File: config.mk
export PLATFORM = sky130hd
export DESIGN_NAME = julian_day_calendar_converter_unit_flat
export DESIGN_NICKNAME = d
export VERILOG_FILES = /design/src/rtl/core/jdcc_pkg.sv /design/src/rtl/core/jdcc_if.sv /design/src/rtl/core/julian_day_calendar_converter_unit.sv /design/src/rtl/core/jdcc_date_path.sv /design/src/rtl/core/jdcc_meeus_path.sv /design/src/rtl/core/jdcc_time_split.sv /design/src/flat_wrapper.sv
export SDC_FILE = /design/constraint.sdc
export NUM_CORES = 2
export LEC_CHECK = 0
export BUFFER_PORTS_ARGS = -buffer_cell sky130_fd_sc_hd__buf_2
export CORE_ASPECT_RATIO = 0.75
export CORE_UTILIZATION = 30
export CTS_CLUSTER_SIZE = 10
export DETAILED_ROUTE_END_ITERATION = 12
export PLACE_DENSITY = 0.4
export SYNTH_ARGS = -nofsm -noshare
export SYNTH_HDL_FRONTEND = slang
export SYNTH_SLANG_ARGS = --single-unit
export TNS_END_PERCENT = 20
File: constraint.sdc
create_clock -name clk_i -period 9.2 [get_ports clk_i]
set_input_delay 0.92 -clock clk_i [delete_from_list [all_inputs] [get_ports clk_i]]
set_output_delay 0.92 -clock clk_i [all_outputs]
set_load 0.01 [all_outputs]
File: src/rtl/core/jdcc_pkg.sv
package jdcc_pkg;

  // field widths
  localparam int unsigned YearW   = 14;
  localparam int unsigned MonthW  = 4;
  localparam int unsigned DayW    = 5;
  localparam int unsigned DayNumW = 23;
  localparam int unsigned MilW    = 20;
  localparam int unsigned SecW    = 17;
  localparam int unsigned HourW   = 5;
  localparam int unsigned MinW    = 6;

  // pipeline depth
  localparam int unsigned NumStages = 5;
  typedef logic [NumStages-1:0] stage_en_t;

  // function codes
  localparam logic FuncDateToNum = 1'b0;
  localparam logic FuncNumToDate = 1'b1;

  // date to day number: shifted year and fixed offset
  localparam int unsigned ShYearW      = 15;
  localparam int unsigned YearShift    = 8000;
  localparam int unsigned MarchMonth   = 3;
  localparam int unsigned DateSumW     = 24;
  localparam int unsigned DaysPerYear  = 365;
  // 1200820 plus the month term bias of 92 plus one for day one
  localparam int unsigned DateOffset   = 1200913;

  // floor(y / 100) and floor(y / 400) by exact reciprocal
  localparam int unsigned Q100K  = 22;
  localparam int unsigned Q100Rw = 16;
  localparam int unsigned Q100W  = 8;
  localparam longint unsigned Q100Recip = ((64'd1 << Q100K) + 64'd99) / 64'd100;
  localparam int unsigned Q400K  = 24;
  localparam int unsigned Q400Rw = 16;
  localparam int unsigned Q400W  = 6;
  localparam longint unsigned Q400Recip = ((64'd1 << Q400K) + 64'd399) / 64'd400;
  localparam int unsigned MonthTermW = 9;

  // century term: floor((4z - 7468865) / 146097), biased by 52 periods
  localparam int unsigned WNumW   = 26;
  localparam int unsigned WK      = 44;
  localparam int unsigned WRw     = 27;
  localparam int unsigned WW      = 8;
  localparam int unsigned WOffset = 128179;
  localparam longint unsigned WRecip = ((64'd1 << WK) + 64'd146096) / 64'd146097;

  // b = z + 1 + w - floor(w / 4) + 1524 with the bias folded in
  localparam int unsigned BW      = 24;
  localparam int unsigned BOffset = 1486;

  // c = floor((100b - 12210) / 36525)
  localparam int unsigned CNumW      = 30;
  localparam int unsigned CNumScale  = 100;
  localparam int unsigned CNumOffset = 12210;
  localparam int unsigned CK         = 46;
  localparam int unsigned CRw        = 31;
  localparam int unsigned CW         = 15;
  localparam longint unsigned CRecip = ((64'd1 << CK) + 64'd36524) / 64'd36525;

  // d = floor(1461c / 4), t = b - d stays within 123..488
  localparam int unsigned DProdW     = 26;
  localparam int unsigned DaysPer4Yr = 1461;
  localparam int unsigned TW         = 9;

  // e = floor(10000t / 306001)
  localparam int unsigned EK  = 28;
  localparam int unsigned ERw = 24;
  localparam int unsigned EW  = 4;
  localparam longint unsigned ERecip =
    ((64'd10000 << EK) + 64'd306000) / 64'd306001;
  localparam int unsigned ELateMonth = 13;
  localparam int unsigned YearBaseEarly = 4715;
  localparam int unsigned YearBaseLate  = 4716;

  // seconds = floor(mil * 54 / 625)
  localparam int unsigned SecK  = 30;
  localparam int unsigned SecRw = 27;
  localparam longint unsigned SecRecip = ((64'd54 << SecK) + 64'd624) / 64'd625;

  // hours = floor(s / 3600), s / 60 for the minute split
  localparam int unsigned HourK  = 29;
  localparam int unsigned HourRw = 18;
  localparam longint unsigned HourRecip = ((64'd1 << HourK) + 64'd3599) / 64'd3600;
  localparam int unsigned Min60K  = 23;
  localparam int unsigned Min60Rw = 18;
  localparam int unsigned Min60W  = 11;
  localparam longint unsigned Min60Recip = ((64'd1 << Min60K) + 64'd59) / 64'd60;
  localparam int unsigned MinPerHour = 60;

  // floor((153m + 3) / 5)
  function automatic logic [MonthTermW-1:0] month_term(input logic [MonthW-1:0] m);
    logic [MonthTermW-1:0] v;
    case (m)
      4'd0:    v = 9'd0;
      4'd1:    v = 9'd31;
      4'd2:    v = 9'd61;
      4'd3:    v = 9'd92;
      4'd4:    v = 9'd123;
      4'd5:    v = 9'd153;
      4'd6:    v = 9'd184;
      4'd7:    v = 9'd214;
      4'd8:    v = 9'd245;
      4'd9:    v = 9'd276;
      4'd10:   v = 9'd306;
      4'd11:   v = 9'd337;
      4'd12:   v = 9'd367;
      4'd13:   v = 9'd398;
      4'd14:   v = 9'd429;
      default: v = 9'd459;
    endcase
    return v;
  endfunction

  // floor(306001e / 10000)
  function automatic logic [TW-1:0] month_days(input logic [EW-1:0] e);
    logic [TW-1:0] v;
    case (e)
      4'd0:    v = 9'd0;
      4'd1:    v = 9'd30;
      4'd2:    v = 9'd61;
      4'd3:    v = 9'd91;
      4'd4:    v = 9'd122;
      4'd5:    v = 9'd153;
      4'd6:    v = 9'd183;
      4'd7:    v = 9'd214;
      4'd8:    v = 9'd244;
      4'd9:    v = 9'd275;
      4'd10:   v = 9'd306;
      4'd11:   v = 9'd336;
      4'd12:   v = 9'd367;
      4'd13:   v = 9'd397;
      4'd14:   v = 9'd428;
      default: v = 9'd459;
    endcase
    return v;
  endfunction

endpackage

File: src/rtl/core/jdcc_if.sv
// request channel
interface jdcc_req_if;
  logic                          valid;
  logic                          ready;
  logic                          func;
  logic [jdcc_pkg::YearW-1:0]    year;
  logic [jdcc_pkg::MonthW-1:0]   month;
  logic [jdcc_pkg::DayW-1:0]     day;
  logic [jdcc_pkg::DayNumW-1:0]  day_number;
  logic [jdcc_pkg::MilW-1:0]     day_millionths;

  modport source (
    output valid, func, year, month, day, day_number, day_millionths,
    input  ready
  );
  modport sink (
    input  valid, func, year, month, day, day_number, day_millionths,
    output ready
  );
endinterface

// response channel
interface jdcc_rsp_if;
  logic                          valid;
  logic                          ready;
  logic [jdcc_pkg::DayNumW-1:0]  out_day_number;
  logic [jdcc_pkg::YearW-1:0]    out_year;
  logic [jdcc_pkg::MonthW-1:0]   out_month;
  logic [jdcc_pkg::DayW-1:0]     out_day;
  logic [jdcc_pkg::SecW-1:0]     seconds_of_day;
  logic [jdcc_pkg::HourW-1:0]    hours;
  logic [jdcc_pkg::MinW-1:0]     minutes;

  modport source (
    output valid, out_day_number, out_year, out_month, out_day,
           seconds_of_day, hours, minutes,
    input  ready
  );
  modport sink (
    input  valid, out_day_number, out_year, out_month, out_day,
           seconds_of_day, hours, minutes,
    output ready
  );
endinterface

File: src/rtl/core/julian_day_calendar_converter_unit.sv
// Converts proleptic Gregorian dates to Julian day numbers (func 0) and day
// numbers back to year, month and day (func 1), and splits a day fraction in
// millionths into seconds, hours and minutes. One item is accepted every clock
// cycle unless the output stalls with every rank full; the depth is set by the
// day-number-to-date chain, whose three constant quotients (century term, year
// estimate, month estimate) each take a multiplier stage of their own. Each of
// the five register ranks holds while the rank after it is full and stalled,
// so a waiting result blocks input only once all five ranks hold items.
// Unused fields of a result read as zero. Inputs are not range checked.
module julian_day_calendar_converter_unit (
  input  logic              clk_i,
  input  logic              rst_ni,
  jdcc_req_if.sink          req_i,
  jdcc_rsp_if.source        rsp_o
);

  localparam int unsigned Last = jdcc_pkg::NumStages - 1;

  jdcc_pkg::stage_en_t   valid_q;
  jdcc_pkg::stage_en_t   valid_in;
  jdcc_pkg::stage_en_t   stage_rdy;
  jdcc_pkg::stage_en_t   stage_en;
  jdcc_pkg::stage_en_t   func_q;
  jdcc_pkg::stage_en_t   func_in;

  logic [jdcc_pkg::DayNumW-1:0] num_w;
  logic [jdcc_pkg::YearW-1:0]   year_w;
  logic [jdcc_pkg::MonthW-1:0]  month_w;
  logic [jdcc_pkg::DayW-1:0]    day_w;

  // stage handshake: a rank takes a new item when empty or when it drains
  assign valid_in = {valid_q[Last-1:0], req_i.valid};
  assign func_in  = {func_q[Last-1:0], req_i.func};

  always_comb begin
    stage_rdy[Last] = !valid_q[Last] || rsp_o.ready;
    for (int k = Last - 1; k >= 0; k--) begin
      stage_rdy[k] = !valid_q[k] || stage_rdy[k+1];
    end
  end

  assign stage_en    = stage_rdy & valid_in;
  assign req_i.ready = stage_rdy[0];

  always_ff @(posedge clk_i or negedge rst_ni) begin
    if (!rst_ni) begin
      valid_q <= '0;
    end else begin
      for (int k = 0; k < jdcc_pkg::NumStages; k++) begin
        if (stage_rdy[k]) begin
          valid_q[k] <= valid_in[k];
        end
      end
    end
  end

  // function code travels with its item
  always_ff @(posedge clk_i) begin
    for (int k = 0; k < jdcc_pkg::NumStages; k++) begin
      if (stage_en[k]) begin
        func_q[k] <= func_in[k];
      end
    end
  end

  jdcc_date_path u_date (
    .clk_i        (clk_i),
    .en_i         (stage_en),
    .year_i       (req_i.year),
    .month_i      (req_i.month),
    .day_i        (req_i.day),
    .day_number_o (num_w)
  );

  jdcc_meeus_path u_meeus (
    .clk_i        (clk_i),
    .en_i         (stage_en),
    .day_number_i (req_i.day_number),
    .year_o       (year_w),
    .month_o      (month_w),
    .day_o        (day_w)
  );

  jdcc_time_split u_time (
    .clk_i            (clk_i),
    .en_i             (stage_en),
    .day_millionths_i (req_i.day_millionths),
    .seconds_o        (rsp_o.seconds_of_day),
    .hours_o          (rsp_o.hours),
    .minutes_o        (rsp_o.minutes)
  );

  // result fields of the mode not asked for read as zero
  assign rsp_o.valid          = valid_q[Last];
  assign rsp_o.out_day_number = (func_q[Last] == jdcc_pkg::FuncDateToNum) ? num_w : '0;
  assign rsp_o.out_year       = (func_q[Last] == jdcc_pkg::FuncNumToDate) ? year_w : '0;
  assign rsp_o.out_month      = (func_q[Last] == jdcc_pkg::FuncNumToDate) ? month_w : '0;
  assign rsp_o.out_day        = (func_q[Last] == jdcc_pkg::FuncNumToDate) ? day_w : '0;

  // input backs up only when every rank holds an item
  a_full_when_blocked: assert property (@(posedge clk_i) disable iff (!rst_ni)
    !req_i.ready |-> (&valid_q))
    else $error("input stalled with an empty rank");

  // an accepted item lands in the first rank
  a_accept_lands: assert property (@(posedge clk_i) disable iff (!rst_ni)
    (req_i.valid && req_i.ready) |=> valid_q[0])
    else $error("accepted item lost at the first rank");

  // time split stays within its reachable range
  a_time_range: assert property (@(posedge clk_i) disable iff (!rst_ni)
    rsp_o.valid |-> (rsp_o.hours <= 5'd25 && rsp_o.minutes <= 6'd59))
    else $error("time split out of range");

  // any day number gives a real month
  a_month_range: assert property (@(posedge clk_i) disable iff (!rst_ni)
    (rsp_o.valid && func_q[Last] == jdcc_pkg::FuncNumToDate)
      |-> (rsp_o.out_month >= 4'd1 && rsp_o.out_month <= 4'd12))
    else $error("month out of range");

endmodule

File: src/rtl/core/jdcc_date_path.sv
module jdcc_date_path (
  input  logic                         clk_i,
  input  jdcc_pkg::stage_en_t          en_i,
  input  logic [jdcc_pkg::YearW-1:0]   year_i,
  input  logic [jdcc_pkg::MonthW-1:0]  month_i,
  input  logic [jdcc_pkg::DayW-1:0]    day_i,
  output logic [jdcc_pkg::DayNumW-1:0] day_number_o
);

  localparam int unsigned Q100PW = jdcc_pkg::ShYearW + jdcc_pkg::Q100Rw;
  localparam int unsigned Q400PW = jdcc_pkg::ShYearW + jdcc_pkg::Q400Rw;

  logic [jdcc_pkg::ShYearW-1:0]    y_s1;
  logic [jdcc_pkg::MonthW-1:0]     m_s1;
  logic [Q100PW-1:0]               q100_prod;
  logic [Q400PW-1:0]               q400_prod;
  logic [jdcc_pkg::DateSumW-1:0]   sum_s2;

  logic [jdcc_pkg::ShYearW-1:0]    y_q;
  logic [jdcc_pkg::Q100W-1:0]      q100_q;
  logic [jdcc_pkg::Q400W-1:0]      q400_q;
  logic [jdcc_pkg::MonthTermW-1:0] mterm_q;
  logic [jdcc_pkg::DayW-1:0]       day_q;
  logic [jdcc_pkg::DayNumW-1:0]    num_q [1:jdcc_pkg::NumStages-1];

  // january and february count as months 13 and 14 of the year before
  always_comb begin
    if (month_i < jdcc_pkg::MonthW'(jdcc_pkg::MarchMonth)) begin
      y_s1 = jdcc_pkg::ShYearW'(year_i) + jdcc_pkg::ShYearW'(jdcc_pkg::YearShift - 1);
      m_s1 = month_i + jdcc_pkg::MonthW'(12);
    end else begin
      y_s1 = jdcc_pkg::ShYearW'(year_i) + jdcc_pkg::ShYearW'(jdcc_pkg::YearShift);
      m_s1 = month_i;
    end
  end

  // century and quad-century counts by reciprocal
  assign q100_prod = Q100PW'(y_s1) * Q100PW'(jdcc_pkg::Q100Recip);
  assign q400_prod = Q400PW'(y_s1) * Q400PW'(jdcc_pkg::Q400Recip);

  always_ff @(posedge clk_i) begin
    if (en_i[0]) begin
      y_q     <= y_s1;
      q100_q  <= q100_prod[jdcc_pkg::Q100K +: jdcc_pkg::Q100W];
      q400_q  <= q400_prod[jdcc_pkg::Q400K +: jdcc_pkg::Q400W];
      mterm_q <= jdcc_pkg::month_term(m_s1);
      day_q   <= day_i;
    end
  end

  // day count, wraps to the field width
  assign sum_s2 = jdcc_pkg::DateSumW'(y_q) * jdcc_pkg::DateSumW'(jdcc_pkg::DaysPerYear)
                + jdcc_pkg::DateSumW'(y_q >> 2)
                - jdcc_pkg::DateSumW'(q100_q)
                + jdcc_pkg::DateSumW'(q400_q)
                + jdcc_pkg::DateSumW'(mterm_q)
                + jdcc_pkg::DateSumW'(day_q)
                - jdcc_pkg::DateSumW'(jdcc_pkg::DateOffset);

  always_ff @(posedge clk_i) begin
    if (en_i[1]) begin
      num_q[1] <= sum_s2[jdcc_pkg::DayNumW-1:0];
    end
    for (int k = 2; k < jdcc_pkg::NumStages; k++) begin
      if (en_i[k]) begin
        num_q[k] <= num_q[k-1];
      end
    end
  end

  assign day_number_o = num_q[jdcc_pkg::NumStages-1];

endmodule

File: src/rtl/core/jdcc_meeus_path.sv
module jdcc_meeus_path (
  input  logic                         clk_i,
  input  jdcc_pkg::stage_en_t          en_i,
  input  logic [jdcc_pkg::DayNumW-1:0] day_number_i,
  output logic [jdcc_pkg::YearW-1:0]   year_o,
  output logic [jdcc_pkg::MonthW-1:0]  month_o,
  output logic [jdcc_pkg::DayW-1:0]    day_o
);

  localparam int unsigned WPW = jdcc_pkg::WNumW + jdcc_pkg::WRw;
  localparam int unsigned CPW = jdcc_pkg::CNumW + jdcc_pkg::CRw;
  localparam int unsigned EPW = jdcc_pkg::TW + jdcc_pkg::ERw;

  logic [jdcc_pkg::WNumW-1:0]   wnum_s1;
  logic [WPW-1:0]               w_prod;
  logic [jdcc_pkg::BW-1:0]      b_s2;
  logic [jdcc_pkg::CNumW-1:0]   cnum_s2;
  logic [CPW-1:0]               c_prod;
  logic [jdcc_pkg::DProdW-1:0]  d_prod;
  logic [jdcc_pkg::BW-1:0]      t_full;
  logic [EPW-1:0]               e_prod;
  logic [jdcc_pkg::EW-1:0]      e_s5;
  logic [jdcc_pkg::TW-1:0]      day_full;
  logic [jdcc_pkg::MonthW-1:0]  month_s5;
  logic [jdcc_pkg::YearW-1:0]   year_s5;

  logic [jdcc_pkg::DayNumW-1:0] z_q;
  logic [jdcc_pkg::WW-1:0]      w_q;
  logic [jdcc_pkg::BW-1:0]      b1_q;
  logic [jdcc_pkg::CNumW-1:0]   cnum_q;
  logic [jdcc_pkg::BW-1:0]      b2_q;
  logic [jdcc_pkg::CW-1:0]      c2_q;
  logic [jdcc_pkg::CW-1:0]      c3_q;
  logic [jdcc_pkg::TW-1:0]      t_q;
  logic [jdcc_pkg::YearW-1:0]   year_q;
  logic [jdcc_pkg::MonthW-1:0]  month_q;
  logic [jdcc_pkg::DayW-1:0]    day_q;

  // century term, numerator biased positive so the quotient is a plain floor
  assign wnum_s1 = {1'b0, day_number_i, 2'b00} + jdcc_pkg::WNumW'(jdcc_pkg::WOffset);
  assign w_prod  = WPW'(wnum_s1) * WPW'(jdcc_pkg::WRecip);

  always_ff @(posedge clk_i) begin
    if (en_i[0]) begin
      z_q <= day_number_i;
      w_q <= w_prod[jdcc_pkg::WK +: jdcc_pkg::WW];
    end
  end

  // shifted day count and numerator of the year estimate
  assign b_s2 = jdcc_pkg::BW'(z_q) + jdcc_pkg::BW'(w_q) - jdcc_pkg::BW'(w_q >> 2)
              + jdcc_pkg::BW'(jdcc_pkg::BOffset);
  assign cnum_s2 = jdcc_pkg::CNumW'(b_s2) * jdcc_pkg::CNumW'(jdcc_pkg::CNumScale)
                 - jdcc_pkg::CNumW'(jdcc_pkg::CNumOffset);

  always_ff @(posedge clk_i) begin
    if (en_i[1]) begin
      b1_q   <= b_s2;
      cnum_q <= cnum_s2;
    end
  end

  // year estimate
  assign c_prod = CPW'(cnum_q) * CPW'(jdcc_pkg::CRecip);

  always_ff @(posedge clk_i) begin
    if (en_i[2]) begin
      b2_q <= b1_q;
      c2_q <= c_prod[jdcc_pkg::CK +: jdcc_pkg::CW];
    end
  end

  // days left after whole years
  assign d_prod = jdcc_pkg::DProdW'(c2_q) * jdcc_pkg::DProdW'(jdcc_pkg::DaysPer4Yr);
  assign t_full = b2_q - jdcc_pkg::BW'(d_prod >> 2);

  always_ff @(posedge clk_i) begin
    if (en_i[3]) begin
      t_q  <= t_full[jdcc_pkg::TW-1:0];
      c3_q <= c2_q;
    end
  end

  // month estimate, day of month and final year
  assign e_prod   = EPW'(t_q) * EPW'(jdcc_pkg::ERecip);
  assign e_s5     = e_prod[jdcc_pkg::EK +: jdcc_pkg::EW];
  assign day_full = t_q - jdcc_pkg::month_days(e_s5);

  always_comb begin
    if (e_s5 > jdcc_pkg::EW'(jdcc_pkg::ELateMonth)) begin
      month_s5 = e_s5 - jdcc_pkg::MonthW'(jdcc_pkg::ELateMonth);
    end else begin
      month_s5 = e_s5 - jdcc_pkg::MonthW'(1);
    end
    if (month_s5 == jdcc_pkg::MonthW'(1) || month_s5 == jdcc_pkg::MonthW'(2)) begin
      year_s5 = jdcc_pkg::YearW'(c3_q) - jdcc_pkg::YearW'(jdcc_pkg::YearBaseEarly);
    end else begin
      year_s5 = jdcc_pkg::YearW'(c3_q) - jdcc_pkg::YearW'(jdcc_pkg::YearBaseLate);
    end
  end

  always_ff @(posedge clk_i) begin
    if (en_i[4]) begin
      year_q  <= year_s5;
      month_q <= month_s5;
      day_q   <= day_full[jdcc_pkg::DayW-1:0];
    end
  end

  assign year_o  = year_q;
  assign month_o = month_q;
  assign day_o   = day_q;

endmodule

File: src/rtl/core/jdcc_time_split.sv
module jdcc_time_split (
  input  logic                        clk_i,
  input  jdcc_pkg::stage_en_t         en_i,
  input  logic [jdcc_pkg::MilW-1:0]   day_millionths_i,
  output logic [jdcc_pkg::SecW-1:0]   seconds_o,
  output logic [jdcc_pkg::HourW-1:0]  hours_o,
  output logic [jdcc_pkg::MinW-1:0]   minutes_o
);

  localparam int unsigned SecPW = jdcc_pkg::MilW + jdcc_pkg::SecRw;
  localparam int unsigned HrPW  = jdcc_pkg::SecW + jdcc_pkg::HourRw;
  localparam int unsigned M60PW = jdcc_pkg::SecW + jdcc_pkg::Min60Rw;

  logic [SecPW-1:0]              sec_prod;
  logic [HrPW-1:0]               hr_prod;
  logic [M60PW-1:0]              m60_prod;
  logic [jdcc_pkg::Min60W-1:0]   min_full;

  logic [jdcc_pkg::SecW-1:0]     sec_q [0:jdcc_pkg::NumStages-1];
  logic [jdcc_pkg::HourW-1:0]    hr_q  [1:jdcc_pkg::NumStages-1];
  logic [jdcc_pkg::Min60W-1:0]   m60_q;
  logic [jdcc_pkg::MinW-1:0]     min_q [2:jdcc_pkg::NumStages-1];

  // seconds of the day
  assign sec_prod = SecPW'(day_millionths_i) * SecPW'(jdcc_pkg::SecRecip);

  // whole hours and whole minutes of the day
  assign hr_prod  = HrPW'(sec_q[0]) * HrPW'(jdcc_pkg::HourRecip);
  assign m60_prod = M60PW'(sec_q[0]) * M60PW'(jdcc_pkg::Min60Recip);

  // minutes within the hour
  assign min_full = m60_q - jdcc_pkg::Min60W'(hr_q[1]) * jdcc_pkg::Min60W'(jdcc_pkg::MinPerHour);

  always_ff @(posedge clk_i) begin
    if (en_i[0]) begin
      sec_q[0] <= sec_prod[jdcc_pkg::SecK +: jdcc_pkg::SecW];
    end
    if (en_i[1]) begin
      sec_q[1] <= sec_q[0];
      hr_q[1]  <= hr_prod[jdcc_pkg::HourK +: jdcc_pkg::HourW];
      m60_q    <= m60_prod[jdcc_pkg::Min60K +: jdcc_pkg::Min60W];
    end
    if (en_i[2]) begin
      sec_q[2] <= sec_q[1];
      hr_q[2]  <= hr_q[1];
      min_q[2] <= min_full[jdcc_pkg::MinW-1:0];
    end
    for (int k = 3; k < jdcc_pkg::NumStages; k++) begin
      if (en_i[k]) begin
        sec_q[k] <= sec_q[k-1];
        hr_q[k]  <= hr_q[k-1];
        min_q[k] <= min_q[k-1];
      end
    end
  end

  assign seconds_o = sec_q[jdcc_pkg::NumStages-1];
  assign hours_o   = hr_q[jdcc_pkg::NumStages-1];
  assign minutes_o = min_q[jdcc_pkg::NumStages-1];

endmodule
File: src/flat_wrapper.sv
// flat-port wrapper written by rule: the top's interface ports become plain ports
module julian_day_calendar_converter_unit_flat 
  (clk_i, rst_ni, req_i_valid, req_i_func, req_i_year, req_i_month, req_i_day, req_i_day_number, req_i_day_millionths, req_i_ready, rsp_o_valid, rsp_o_out_day_number, rsp_o_out_year, rsp_o_out_month, rsp_o_out_day, rsp_o_seconds_of_day, rsp_o_hours, rsp_o_minutes, rsp_o_ready);
  jdcc_req_if req_i_i ();
  jdcc_rsp_if rsp_o_i ();
  input  logic clk_i;
  input  logic rst_ni;
  input wire logic [$bits(req_i_i.valid)-1:0] req_i_valid;
  input wire logic [$bits(req_i_i.func)-1:0] req_i_func;
  input wire logic [$bits(req_i_i.year)-1:0] req_i_year;
  input wire logic [$bits(req_i_i.month)-1:0] req_i_month;
  input wire logic [$bits(req_i_i.day)-1:0] req_i_day;
  input wire logic [$bits(req_i_i.day_number)-1:0] req_i_day_number;
  input wire logic [$bits(req_i_i.day_millionths)-1:0] req_i_day_millionths;
  output wire logic [$bits(req_i_i.ready)-1:0] req_i_ready;
  output wire logic [$bits(rsp_o_i.valid)-1:0] rsp_o_valid;
  output wire logic [$bits(rsp_o_i.out_day_number)-1:0] rsp_o_out_day_number;
  output wire logic [$bits(rsp_o_i.out_year)-1:0] rsp_o_out_year;
  output wire logic [$bits(rsp_o_i.out_month)-1:0] rsp_o_out_month;
  output wire logic [$bits(rsp_o_i.out_day)-1:0] rsp_o_out_day;
  output wire logic [$bits(rsp_o_i.seconds_of_day)-1:0] rsp_o_seconds_of_day;
  output wire logic [$bits(rsp_o_i.hours)-1:0] rsp_o_hours;
  output wire logic [$bits(rsp_o_i.minutes)-1:0] rsp_o_minutes;
  input wire logic [$bits(rsp_o_i.ready)-1:0] rsp_o_ready;
  assign req_i_i.valid = req_i_valid;
  assign req_i_i.func = req_i_func;
  assign req_i_i.year = req_i_year;
  assign req_i_i.month = req_i_month;
  assign req_i_i.day = req_i_day;
  assign req_i_i.day_number = req_i_day_number;
  assign req_i_i.day_millionths = req_i_day_millionths;
  assign req_i_ready = req_i_i.ready;
  assign rsp_o_valid = rsp_o_i.valid;
  assign rsp_o_out_day_number = rsp_o_i.out_day_number;
  assign rsp_o_out_year = rsp_o_i.out_year;
  assign rsp_o_out_month = rsp_o_i.out_month;
  assign rsp_o_out_day = rsp_o_i.out_day;
  assign rsp_o_seconds_of_day = rsp_o_i.seconds_of_day;
  assign rsp_o_hours = rsp_o_i.hours;
  assign rsp_o_minutes = rsp_o_i.minutes;
  assign rsp_o_i.ready = rsp_o_ready;
  julian_day_calendar_converter_unit u_core (.clk_i(clk_i), .rst_ni(rst_ni), .req_i(req_i_i), .rsp_o(rsp_o_i));
endmodule
==> flow_metrics.tcl <==
set metrics [dict create \
    core_region_area_um2 227100 \
    ctsHoldBuffers 0 \
    ys_ff_latch 405 \
    via_count 41652 \
    synth_edf_count 400 \
    synth_cell_types 81 \
    fin_ws_ns 0.5384 \
    rsz0062_at_grt "false" \
    dpl_worst_slack_ns -0.08366 \
    drc 0 \
    dieArea_um2 231700 \
    hold_path_class "primary input to async pin" \
    cts_tree "built" \
    crit_family "adder cells" \
    clk_pin_slew_ns 0.06 \
    synth_nets 8881 \
    mappedNetlistArea_um2 68930 \
    drt_iter0_drc 1799 \
    grt_max_degree 65 \
    critPathSlowestCell "fa_1" \
    die_w_um 555.5 \
    yosysWarnings 0 \
    placed_area_um2 73990 \
    max_slew_margin_pct 28.31 \
    grt_util_all_layers_pct 16.21 \
    hold_slack_ns 0.08538 \
    row_count 151 \
    cpPeakStageDelay_ns 0.56 \
    arrival_ns 9.05 \
    yosys.area.top_type_share_pct 33.02 \
    final_area_um2 75420 \
    drv_cap 0 \
    worst_setup_path_end_kind "register" \
    totalWireLength_um 181200 \
    worstSetupPathType "primary input to register" \
    syn-mean-instance-area_um2 11.09 \
    clock-skew-final_ns 0.04606 \
    vias_per_cell 4.363 \
    finalNetCount 9135 \
    insertion_delay_ns 0.67 \
    synth_top_area_cell "fa_1" \
    synth_flop_cell "edfxtp_1" \
    clk_path_buf_depth 3 \
    grt_pass1_wl_um 283200 \
    postCtsSetupBuffers 0 \
    hold_viol_final 0 \
    crit_required_ns 9.59 \
    postSynth.asyncResetShare_pct 1.235 \
    worstPathMaxFanout 7 \
    startpoint_type "primary input" \
    first_pass_iters 5 \
    yosysSeqAreaShare_pct 17.61 \
    ys_top_cells_by_area "fa_1 (33%), ha_1 (26%), edfxtp_1 (17%)" \
    netlist_instances 6214 \
    post_drt_wl_per_cell_um 18.98 \
    cp_common_cell "inv_1" \
    tightest_slew_ns 1.068 \
    antenna_left 0 \
    ios 147 \
    root_buffer "clkbuf_16" \
    antenna_found_initial 7 \
    cts.htree.levels 2 \
    dp_hpwl_um 160500 \
    syn_to_final_growth_pct 9.423 \
    place_congestion 0.8845 \
    initial_core_util_pct 30.35 \
    grt_pass1_vias 46029 \
    cp_num_buf_inv 10 \
    setup_viol 0 \
    slew_violations 0 \
    cp.depth 34 \
    period_needed_ns 8.662 \
    io_buffers 146 \
    clock-sinks 405 \
    finish.utilization_pct 33.21 \
    fin_crit_sh_pct 94.15 \
    reg2reg_depth 31 \
    clock.fmax_mhz 115.5 \
    die_y_um 417.1 \
    numCtsBuffers 49 \
    layout-drive-gt1-share_pct 5.335 \
    grt-ovfl-total 0 \
    status "finished, final reports clean" \
    r2r_setup_slack_ns 0.63 \
]
cells by family (layout without fill, tap and decap cells):
family,Yosys count,count (layout),share of synthesized area (%)
AO/OA/AOI/OAI,532,532,5.110
AND/OR/NAND/NOR,521,521,3.988
adder cells (fa/ha/maj),2596,2596,59.51
multiplexers,10,10,0.1833
buffers and inverters,1908,2179,10.52
other,0,1,0
flip-flops,405,405,17.61
XOR/XNOR,242,242,3.086
worst reg2reg max path, delay by kind of cell (launching register included):
family / cells / cell delay, ns
buffers and inverters: 5 / 0.36
AOI/OAI and AO/OA: 13 / 3.56
adders and majority gates: 7 / 2.52
xor gates and xnor gates: 2 / 0.40
and+or+nand+nor: 4 / 1.01
DFF: 1 / 0.45
final timing paths:
path / startpoint / to
max: req_i_day_number[3] / u_core.u_meeus.w_q[7]
min: rst_ni / u_core.valid_q[2]
max reg2reg: u_core.u_meeus.z_q[2] / u_core.u_meeus.cnum_q[29]
min reg2reg: u_core.u_time.hr_q[0][11] / u_core.u_time.hr_q[0][16]
max in group asynchronous: rst_ni / u_core.valid_q[4]
min in group clk_i: u_core.u_time.hr_q[0][11] / u_core.u_time.hr_q[0][16]
layout make-up:
class / instances / area [um^2]
repair buffers: 242 / 1451
fillers: 23309 / 151700
well taps: 3060 / 3829
inverters: 1869 / 7015
clock buffers: 56 / 1282
flip-flops and latches: 405 / 12140
clock inverters: 12 / 123.9
diodes: 1 / 2.502
multi-input cells: 3901 / 49580
through the flow:
stage          cells  setup TNS, ns
2_1_floorplan   6214              0
3_3_place_gp    9477       -0.08361
3_5_place_dp    9477        -0.2004
4_1_cts         9545              0
5_1_grt         9546              0
6_report        9546              0
placed cells by master (no fill, tap or decap), drive strengths merged, types with 12 or more instances in the layout:
cell type  netlist  final
inv           1869   1870
o21a            32     32
xnor2          158    158
and2            44     44
nor4            13     13
fa            1137   1137
xor2            84     84
nor2b           48     48
a211o           12     12
nand3           34     34
o21bai          23     23
nand4           19     19
o21ai           98     98
edfxtp         400    400
a31oi           13     13
a21oi          137    137
a21o            98     98
nand2b          27     27
a211oi          20     20
nor3            41     41
ha            1459   1459
and3            23     23
or2             16     16
nor2           121    121
nand2           89     89
clkbuf          14     56
buf             25    242
Yosys cell counts, types with 6 or more instances:
master,instances
mux2i_1,7
a31oi_1,12
and3_1,23
a221oi_1,6
a21o_1,98
buf_4,22
nand4_1,19
nand3_1,34
clkbuf_1,13
o21bai_1,23
o31ai_1,8
a2111oi_0,7
nor3b_1,6
nor3_1,40
a211o_1,12
and2_1,44
nand2b_1,27
o21a_1,32
or3_1,9
nand3b_1,7
o211ai_1,11
a211oi_1,19
a21boi_0,10
edfxtp_1,400
inv_1,1869
a31o_2,6
a21oi_1,137
and4_1,9
xor2_1,84
o21ai_0,94
nor2_1,121
xnor2_1,157
nor4_1,12
or2_2,15
ha_1,1459
nor2b_1,48
fa_1,1137
nand2_1,89
o2111ai_1,6
routing by layer:
metal,GRT usage (%),wire length [um],part of all wire [%]
met5,0,23,0.013
met4,2.081,2244,1.2
met3,2.486,7110,3.9
met2,24.82,78010,43
met1,24.48,93810,52
state kept, by name (all words and copies together) (netlist names), 15 cells and up:
signal and cells:
u_core.u_time.sec_q 85, u_core.u_time.min_q 18, u_core.u_meeus.z_q 23, u_core.u_meeus.cnum_q 28, u_core.u_date.num_q 92, u_core.u_time.hr_q 20
u_core.u_date.y_q 15
repair_timing:
| item | in CTS | in global routing |
|---|---|---|
| setup endpoints to repair | 0 | 6 |
| hold endpoints to repair | 0 | 0 |
| resized for setup | 0 | 5 |
Power is not shown: default switching activity piles up to over one toggle a cycle in this logic, so the estimate is an artifact.
